File: src/hdl/ttceb_pkg.sv
// Shared constants, types and the quarter-wave cosine table for the emergency brake block.
package ttceb_pkg;

	localparam int unsigned COS_DEPTH = 256;
	localparam int unsigned COS_IDX_W = $clog2(COS_DEPTH);
	localparam int unsigned COS_W     = 15;
	localparam int unsigned ANGLE_W   = 16;
	localparam int unsigned SPEED_W   = 16;
	localparam int unsigned RANGE_W   = 16;
	localparam int unsigned THR_W     = 16;
	localparam int unsigned COUNT_W   = 11;
	localparam int unsigned CLOSE_W   = 17;
	localparam int unsigned PROD_W    = 33;
	localparam int unsigned STEP_W    = 3;
	localparam int unsigned CFG_IDX_W = 2;

	localparam logic [ANGLE_W-1:0] ANGLE_START_RST = 16'd40960;
	localparam logic [ANGLE_W-1:0] ANGLE_STEP_RST  = 16'd45;
	localparam logic [THR_W-1:0]   THR_RST         = 16'd102;
	localparam logic [COUNT_W-1:0] LIMIT_RST       = 11'd102;
	localparam logic [RANGE_W-1:0] NO_RETURN       = 16'hFFFF;
	localparam logic [COUNT_W-1:0] COUNT_MAX       = 11'h7FF;

	typedef enum logic [CFG_IDX_W-1:0] {
		REG_ANGLE_START = 2'd0,
		REG_ANGLE_STEP  = 2'd1,
		REG_TTC_THR     = 2'd2,
		REG_HIT_LIMIT   = 2'd3
	} cfg_reg_t;

	typedef enum logic [4:0] {
		ST_IDLE  = 5'b00001,
		ST_MUL1  = 5'b00010,
		ST_SCALE = 5'b00100,
		ST_MUL2  = 5'b01000,
		ST_CMP   = 5'b10000
	} state_t;

	typedef logic [COS_W-1:0] cos_tab_t [COS_DEPTH];

	// cos(pi/2 * k / depth): Taylor series in Q30, rounded to Q14
	function automatic logic [COS_W-1:0] cos_entry(input int unsigned k);
		logic [63:0]        x;
		logic [63:0]        x2;
		logic [63:0]        term;
		logic signed [63:0] acc;
		logic [63:0]        rnd;
		x    = (64'd1686629713 * 64'(k)) / 64'(COS_DEPTH);
		x2   = (x * x) >> 30;
		term = 64'd1 << 30;
		acc  = signed'(term);
		for (int n = 1; n <= 12; n++) begin
			term = (term * x2) >> 30;
			term = term / 64'((2 * n - 1) * (2 * n));
			if ((n % 2) == 1)
				acc = acc - signed'(term);
			else
				acc = acc + signed'(term);
		end
		if (acc < 0)
			acc = 0;
		rnd = (unsigned'(acc) + (64'd1 << 15)) >> 16;
		return rnd[COS_W-1:0];
	endfunction

	function automatic cos_tab_t build_cos_tab();
		cos_tab_t t;
		for (int k = 0; k < COS_DEPTH; k++)
			t[k] = cos_entry(k);
		return t;
	endfunction

	localparam cos_tab_t COS_TAB = build_cos_tab();

	// table entry j, zero past the end of the quarter wave
	function automatic logic [COS_W-1:0] quarter(input logic [COS_IDX_W:0] j);
		logic [COS_W-1:0] v;
		if (j[COS_IDX_W])
			v = '0;
		else
			v = COS_TAB[j[COS_IDX_W-1:0]];
		return v;
	endfunction

endpackage

File: src/hdl/ttc_emergency_brake.sv
// Time-to-collision emergency brake: per-beam hit test with serial multiplier and scan result.
//
// A speed update (tuser 0) is taken without leaving idle. A lidar beam (tuser 1) holds off
// the next request until its steps are done: one 2-bit-per-cycle shift-add multiplier forms
// speed * cos(angle) in 8 steps, a scale step turns it into a closing speed in mm/s, the same
// multiplier forms threshold * closing speed in 8 more steps, and a compare step compares and
// updates the hit count. On a beam marked tlast a result {hits, brake} is placed in the
// output register; if an earlier result is still waiting there, the block holds in the
// compare step until it is taken. Configuration writes are taken only while the block is
// idle and no request is offered.
module ttc_emergency_brake (
	input  logic        clk,
	input  logic        arst_n,
	input  logic        s_tvalid,
	output logic        s_tready,
	input  logic [31:0] s_tdata,   // speed_value [15:0], range_mm [31:16]
	input  logic        s_tuser,   // req_type
	input  logic        s_tlast,   // last_beam
	output logic        m_tvalid,
	input  logic        m_tready,
	output logic [15:0] m_tdata,   // brake [0], hits [11:1], zero [15:12]
	input  logic        cfg_valid,
	output logic        cfg_ready,
	input  logic [ttceb_pkg::CFG_IDX_W-1:0] cfg_index,
	input  logic [15:0] cfg_data
);
	import ttceb_pkg::*;

	state_t state_q;

	logic [ANGLE_W-1:0] angle_start_q;
	logic [ANGLE_W-1:0] angle_step_q;
	logic [THR_W-1:0]   thr_q;
	logic [COUNT_W-1:0] limit_q;

	logic signed [SPEED_W-1:0] speed_q;
	logic [ANGLE_W-1:0]        angle_q;
	logic [COUNT_W-1:0]        count_q;
	logic [RANGE_W-1:0]        range_q;
	logic                      last_q;
	logic                      pos_q;

	logic [PROD_W-1:0] acc_q;
	logic [PROD_W-1:0] mcand_q;
	logic [THR_W-1:0]  mult_q;
	logic [STEP_W-1:0] step_q;

	logic               out_valid_q;
	logic               brake_q;
	logic [COUNT_W-1:0] hits_q;

	logic [1:0]           quad;
	logic [COS_IDX_W-1:0] idx;
	logic [COS_IDX_W:0]   mirror;
	logic [COS_W-1:0]     cos_mag;
	logic                 cos_neg;
	logic                 speed_neg;
	logic [SPEED_W-1:0]   speed_mag;
	logic [PROD_W-1:0]    partial;
	logic [39:0]          scaled;
	logic [CLOSE_W-1:0]   closing;
	logic                 hit;
	logic [COUNT_W-1:0]   count_next;
	logic                 accept;
	logic                 out_free;
	logic                 emit;

	assign s_tready  = (state_q == ST_IDLE);
	assign cfg_ready = (state_q == ST_IDLE) && !s_tvalid;
	assign m_tvalid  = out_valid_q;
	assign m_tdata   = {4'b0, hits_q, brake_q};
	assign accept    = s_tvalid && s_tready;
	assign out_free  = !out_valid_q || m_tready;
	assign emit      = (state_q == ST_CMP) && last_q && out_free;

	// cosine of the current beam angle as sign and magnitude
	assign quad   = angle_q[ANGLE_W-1 -: 2];
	assign idx    = angle_q[ANGLE_W-3 -: COS_IDX_W];
	assign mirror = (COS_IDX_W+1)'(COS_DEPTH) - {1'b0, idx};

	always_comb begin
		case (quad)
			2'd0: begin
				cos_mag = quarter({1'b0, idx});
				cos_neg = 1'b0;
			end
			2'd1: begin
				cos_mag = quarter(mirror);
				cos_neg = 1'b1;
			end
			2'd2: begin
				cos_mag = quarter({1'b0, idx});
				cos_neg = 1'b1;
			end
			default: begin
				cos_mag = quarter(mirror);
				cos_neg = 1'b0;
			end
		endcase
	end

	assign speed_neg = speed_q[SPEED_W-1];
	assign speed_mag = speed_neg ? SPEED_W'(-speed_q) : SPEED_W'(speed_q);

	// one radix-4 digit of the shared multiplier
	assign partial = (mult_q[0] ? mcand_q : '0) + (mult_q[1] ? {mcand_q[PROD_W-2:0], 1'b0} : '0);

	// closing speed in mm/s: (P * 1000) >> 22
	assign scaled  = {acc_q[29:0], 10'b0} - {6'b0, acc_q[29:0], 4'b0} - {7'b0, acc_q[29:0], 3'b0};
	assign closing = scaled[22 +: CLOSE_W];

	assign hit = (range_q == '0) ||
		((range_q != NO_RETURN) && (PROD_W'({range_q, 8'b0}) < acc_q));
	assign count_next = (hit && count_q != COUNT_MAX) ? count_q + 1'b1 : count_q;

	always_ff @(posedge clk or negedge arst_n) begin
		if (!arst_n) begin
			state_q       <= ST_IDLE;
			angle_start_q <= ANGLE_START_RST;
			angle_step_q  <= ANGLE_STEP_RST;
			thr_q         <= THR_RST;
			limit_q       <= LIMIT_RST;
			speed_q       <= '0;
			angle_q       <= ANGLE_START_RST;
			count_q       <= '0;
			range_q       <= '0;
			last_q        <= 1'b0;
			pos_q         <= 1'b0;
			acc_q         <= '0;
			mcand_q       <= '0;
			mult_q        <= '0;
			brake_q       <= 1'b0;
			hits_q        <= '0;
			out_valid_q   <= 1'b0;
			step_q        <= '0;
		end else begin
			if (emit)
				out_valid_q <= 1'b1;
			else if (m_tready)
				out_valid_q <= 1'b0;
			case (state_q)
				ST_IDLE: begin
					if (accept) begin
						if (!s_tuser) begin
							speed_q <= signed'(s_tdata[15:0]);
						end else begin
							range_q <= s_tdata[31:16];
							last_q  <= s_tlast;
							pos_q   <= (speed_q != '0) && (cos_mag != '0) &&
								(speed_neg == cos_neg);
							mcand_q <= PROD_W'(speed_mag);
							mult_q  <= THR_W'(cos_mag);
							acc_q   <= '0;
							step_q  <= '0;
							state_q <= ST_MUL1;
						end
					end
				end
				ST_MUL1, ST_MUL2: begin
					acc_q   <= acc_q + partial;
					mcand_q <= {mcand_q[PROD_W-3:0], 2'b0};
					mult_q  <= {2'b0, mult_q[THR_W-1:2]};
					step_q  <= step_q + 1'b1;
					if (step_q == '1)
						state_q <= (state_q == ST_MUL1) ? ST_SCALE : ST_CMP;
				end
				ST_SCALE: begin
					mcand_q <= pos_q ? PROD_W'(closing) : '0;
					mult_q  <= thr_q;
					acc_q   <= '0;
					step_q  <= '0;
					state_q <= ST_MUL2;
				end
				ST_CMP: begin
					if (!last_q) begin
						count_q <= count_next;
						angle_q <= angle_q + angle_step_q;
						state_q <= ST_IDLE;
					end else if (out_free) begin
						brake_q     <= count_next > limit_q;
						hits_q      <= count_next;
						count_q     <= '0;
						angle_q     <= angle_start_q;
						state_q     <= ST_IDLE;
					end
				end
				default: state_q <= ST_IDLE;
			endcase
			if (cfg_valid && cfg_ready) begin
				case (cfg_reg_t'(cfg_index))
					REG_ANGLE_START: begin
						angle_start_q <= cfg_data;
						angle_q       <= cfg_data;
					end
					REG_ANGLE_STEP: angle_step_q <= cfg_data;
					REG_TTC_THR:    thr_q        <= cfg_data;
					REG_HIT_LIMIT:  limit_q      <= cfg_data[COUNT_W-1:0];
					default: ;
				endcase
			end
		end
	end

	a_beam_starts_mul: assert property (@(posedge clk) disable iff (!arst_n)
		accept && s_tuser |=> state_q == ST_MUL1)
		else $error("beam request did not start the multiplier");

	a_result_from_cmp: assert property (@(posedge clk) disable iff (!arst_n)
		$rose(m_tvalid) |-> $past(state_q == ST_CMP) && $past(last_q))
		else $error("result appeared outside the compare step of a last beam");

	a_closing_zero: assert property (@(posedge clk) disable iff (!arst_n)
		state_q == ST_SCALE && !pos_q |=> mcand_q == '0)
		else $error("non-positive closing product gave a nonzero closing speed");

	a_count_cleared: assert property (@(posedge clk) disable iff (!arst_n)
		$rose(m_tvalid) |-> count_q == '0)
		else $error("hit count not cleared after scan result");

endmodule

File: config.mk
export PLATFORM = sky130hd
export DESIGN_NAME = ttc_emergency_brake
export DESIGN_NICKNAME = d
export VERILOG_FILES = /design/src/hdl/ttceb_pkg.sv /design/src/hdl/ttc_emergency_brake.sv
export SDC_FILE = /design/constraint.sdc
export NUM_CORES = 1
export LEC_CHECK = 0
export ABC_AREA = 1
export BUFFER_PORTS_ARGS = -buffer_cell sky130_fd_sc_hd__buf_2
export CAP_MARGIN = 20
export CORE_UTILIZATION = 55
export CTS_BUF_LIST = sky130_fd_sc_hd__clkbuf_8
export CTS_CLUSTER_SIZE = 16
export DETAILED_ROUTE_END_ITERATION = 6
export PLACE_DENSITY = 0.75
export SETUP_SLACK_MARGIN = 0.05
export SLEW_MARGIN = 20
export SYNTH_ARGS = -nofsm -noshare
export SYNTH_HDL_FRONTEND = slang
export SYNTH_SLANG_ARGS = --single-unit
export TNS_END_PERCENT = 20
File: constraint.sdc
create_clock -name clk -period 3.5 [get_ports clk]
set_input_delay 1.05 -clock clk [delete_from_list [all_inputs] [get_ports clk]]
set_output_delay 1.05 -clock clk [all_outputs]
set_load 0.05 [all_outputs]
==> implementation parameters <==
Parameter                              Value

Yosys
  Biggest area contributors in the synthesized netlist    sky130_fd_sc_hd__dfrtp_1 21%, sky130_fd_sc_hd__nand2_1 18%, sky130_fd_sc_hd__nand3_1 8.5%
  Share of async-settable or async-resettable flops after synthesis    100%
  Post-Synthesis Cells    3823
  Number of enable-type register cells in the synthesized netlist    0
  Post-synthesis area per instance    6.28 µm²
  Count of cell types in the netlist    60
  Cell area after synthesis    0.0240 mm²
  Top cell type by total area after synthesis    sky130_fd_sc_hd__dfrtp_1
  Total of flip-flops plus latches after synthesis    223
  Most used flip-flop cell after synthesis    sky130_fd_sc_hd__dfrtp_1
  Number of warnings reported in the yosys synthesis log    0
  Post-synthesis sequential area ratio    23.3%
  Synth top area share    21.5%

CTS
  Latest clock arrival within the worst-skew pair    0.59 ns
  Num CTS Buffers    37
  Hold-fix buffers at CTS    0
  Total number of H-tree levels    2
  Root Buffer Master    sky130_fd_sc_hd__clkbuf_8
  Number of sinks on the clock net    223
  Clock Pin Slew Worst Setup and Hold Paths    0.06 ns
  Clk buf depth    3
  Clock tree from TritonCTS    built

Detailed routing
  Routed wire per std cell    21.7 µm
  Starting DRC count in detailed routing    4400
  TritonRoute pass-1 iters    6
  Drt via density    6.21
  Detailed-route DRC error count    0
  Detailed-route wire length    98.1 mm
  Count of nets left with antenna violations after detail routing    0
  Total number of vias    28106

Cells and area
  Number of fillers in the final layout    4158
  Commonest non-fill, non-tap cell in the layout    sky130_fd_sc_hd__nand2_1
  Signed area change from the synthesized netlist to the final layout    10.6%
  Number of nets in the finished design    4171
  Ratio of cells with drive above 1 in the final layout    10.1%
  Commonest cells after routing, fill and taps aside    1121 x sky130_fd_sc_hd__nand2_1, 436 x sky130_fd_sc_hd__inv_1, 410 x sky130_fd_sc_hd__nand3_1, 299 x sky130_fd_sc_hd__nor2_1, 297 x sky130_fd_sc_hd__o21ai_0

Floorplan
  Row Count    76
  Die X    211 µm
  Starting density of the core    55.7%
  Die ar.    0.0445 mm²
  IO Pins    76
  Placeable core area    0.0431 mm²
  Die boundary height    211 µm

Flow run
  Max-cap violation count    0

Timing
  Minimum period implied by the final worst setup slack    3.39 ns
  Setup TNS    0 ns
  Number of setup violations in the final report    0
  Slew of the pin with the lowest slew margin    1.06 ns
  Worst hold margin    0.446 ns
  Fin. Hold Viols    0
  Number of max-slew violations in the final report    0
  Unrepaired setup endpoints after global routing    true
  Portion of the clock cycle consumed by the worst path in the final layout    96.9%
  Maximum achievable frequency    0.295 GHz
  Final worst clock skew    0.0175 ns
  Slew HR    29.2%

Worst setup path
  Launch point of the worst reg-to-reg path    angle_q[6]$_DFF_PN0_
  Launch point of the worst path    angle_q[6]$_DFF_PN0_
  Worst path required time    4.00 ns
  Startpoint class of the critical path    flop
  Reg-to-reg endpoint    mult_q[1]$_DFFE_PN0P_
  WS Path Type    flop to flop
  Endpoint type of the worst setup path    flop
  Timing endpoint of the critical path    mult_q[1]$_DFFE_PN0P_
  Reg-to-reg setup timing slack    0.11 ns
  CP arrival    3.90 ns
  Path depth of the worst reg2reg path    19
  Max FO, Critical Path    18

GRT
  Final global-route overflow total    0
  Antenna violations before repair    3
  Wire length of the first global-routing pass    151 mm
  Overall Global Routing Usage    43.7%
  Maximum number of pins on one net before global-route repair    71
  Via count of the first global-routing pass    26150

Placement
  Gp weighted congestion    1.05
  Number of buffers added on ports    71
  Estimated wirelength of the detail-placed design    74.1 mm

Outcome
  Outcome    completed

Hold path
  Min-delay worst type    primary input to asynchronous set/reset pin
-- stage by stage --
stage               cell area (µm²)  instances  setup WS, ns  utilization [%]
floorplan                     24000       3826        0.0481                -
global placement              25600       4453         0.195             59.5
detailed placement            25600       4453         0.157             59.5
CTS                           26400       4520         0.143             61.3
global route                  26600       4526       -0.0327             61.6
finish                        26600       4528         0.109             61.7
-- critical path: stages (launching register included) --
cell                      delay (ns)
sky130_fd_sc_hd__dfrtp_1        0.38
sky130_fd_sc_hd__inv_2          0.06
sky130_fd_sc_hd__buf_4          0.28
sky130_fd_sc_hd__ha_1           0.31
sky130_fd_sc_hd__buf_4          0.19
sky130_fd_sc_hd__fa_1           0.62
sky130_fd_sc_hd__inv_1          0.08
sky130_fd_sc_hd__nand3_1        0.19
sky130_fd_sc_hd__nand2_1        0.08
sky130_fd_sc_hd__nand2_1        0.06
sky130_fd_sc_hd__nand2_1        0.05
sky130_fd_sc_hd__nor2_1         0.12
sky130_fd_sc_hd__nor2_1         0.06
sky130_fd_sc_hd__nor2_1         0.09
sky130_fd_sc_hd__nand2_1        0.08
sky130_fd_sc_hd__nand2_1        0.12
sky130_fd_sc_hd__buf_4          0.12
sky130_fd_sc_hd__nand2_1        0.06
sky130_fd_sc_hd__a21oi_1        0.21
sky130_fd_sc_hd__buf_4          0.17
-- synth_stat cells (13+ instances only) --
master	n
sky130_fd_sc_hd__inv_2	13
sky130_fd_sc_hd__a31oi_1	28
sky130_fd_sc_hd__nand2_1	1123
sky130_fd_sc_hd__o21ai_1	24
sky130_fd_sc_hd__xor2_1	23
sky130_fd_sc_hd__dfstp_2	17
sky130_fd_sc_hd__xnor2_1	13
sky130_fd_sc_hd__o211ai_1	16
sky130_fd_sc_hd__inv_1	425
sky130_fd_sc_hd__clkbuf_1	88
sky130_fd_sc_hd__buf_4	14
sky130_fd_sc_hd__mux2_2	16
sky130_fd_sc_hd__a21oi_1	239
sky130_fd_sc_hd__dfrtp_1	206
sky130_fd_sc_hd__ha_1	144
sky130_fd_sc_hd__o22ai_1	33
sky130_fd_sc_hd__nor2_1	302
sky130_fd_sc_hd__nand4_1	50
sky130_fd_sc_hd__fa_1	58
sky130_fd_sc_hd__o21ai_0	300
sky130_fd_sc_hd__nand3_1	410
sky130_fd_sc_hd__buf_2	69
sky130_fd_sc_hd__nor3_1	34
sky130_fd_sc_hd__a221oi_1	20
-- routing by layer --
metal	part of all wire [%]	up-vias	global-route usage, %
li1	-	12821	-
met4	3.9	4	16.6
met3	13	298	11.9
met2	42	1936	63.5
met1	41	13047	61.5
met5	0.027	-	0
-- registers in the layout, summed over array words and instances, names as in the netlist, 3 cells and up --
name,flops
count_q,11
state_q,5
acc_q,33
thr_q,16
mcand_q,33
step_q,3
angle_start_q,16
angle_q,16
hits_q,11
range_q,16
speed_q,16
limit_q,11
angle_step_q,16
mult_q,16
-- layout make-up --
cell class | instances | area, µm² | area share (%)
sequential | 223 | 5610 | 21.1
timing repair buffer | 228 | 1740 | 6.54
inverter | 446 | 1680 | 6.33
clock inverter | 25 | 190 | 0.716
clock buffer | 42 | 578 | 2.18
antenna | 3 | 7.51 | 0.0283
multi-input combinational | 2975 | 16000 | 60.3
timing repair inverter | 1 | 5.00 | 0.0188
tap | 585 | 732 | 2.76
-- repair_timing --
item                                    in CTS  in global routing
setup buffers                                0                  4
endpoints found under the setup margin       0                 17
resized for setup                            0                 42
-- kinds of logic (layout without fill, tap and decap cells) --
family                     after synthesis  in the layout  synth area share, %
DFF                                    223            223                 23.3
and+or+nand+nor                       1968           1968                 34.3
muxes                                   16             16                0.750
xor gates and xnor gates                36             36                 1.31
other                                    1              7               0.0156
AOI/OAI and AO/OA                      749            749                 17.5
adders and majority gates              202            202                 12.3
buffers and inverters                  628            742                 10.5
-- worst min-delay path by stage --
stage	cells after the start	to	from	slack, ns
3_5_place_dp	2	pos_q$_DFFE_PN0P_	pos_q$_DFFE_PN0P_	0.47
2_1_floorplan	2	pos_q$_DFFE_PN0P_	pos_q$_DFFE_PN0P_	0.45
5_1_grt	1	acc_q[4]$_DFFE_PN0P_	arst_n	0.47
4_1_cts	1	range_q[0]$_DFFE_PN0P_	arst_n	0.44
3_3_place_gp	2	mult_q[15]$_DFFE_PN0P_	thr_q[15]$_DFFE_PN0P_	0.46
6_report	1	acc_q[5]$_DFFE_PN0P_	arst_n	0.45
Power is not shown: default switching activity piles up to over one toggle a cycle in this logic, so the estimate is an artifact.
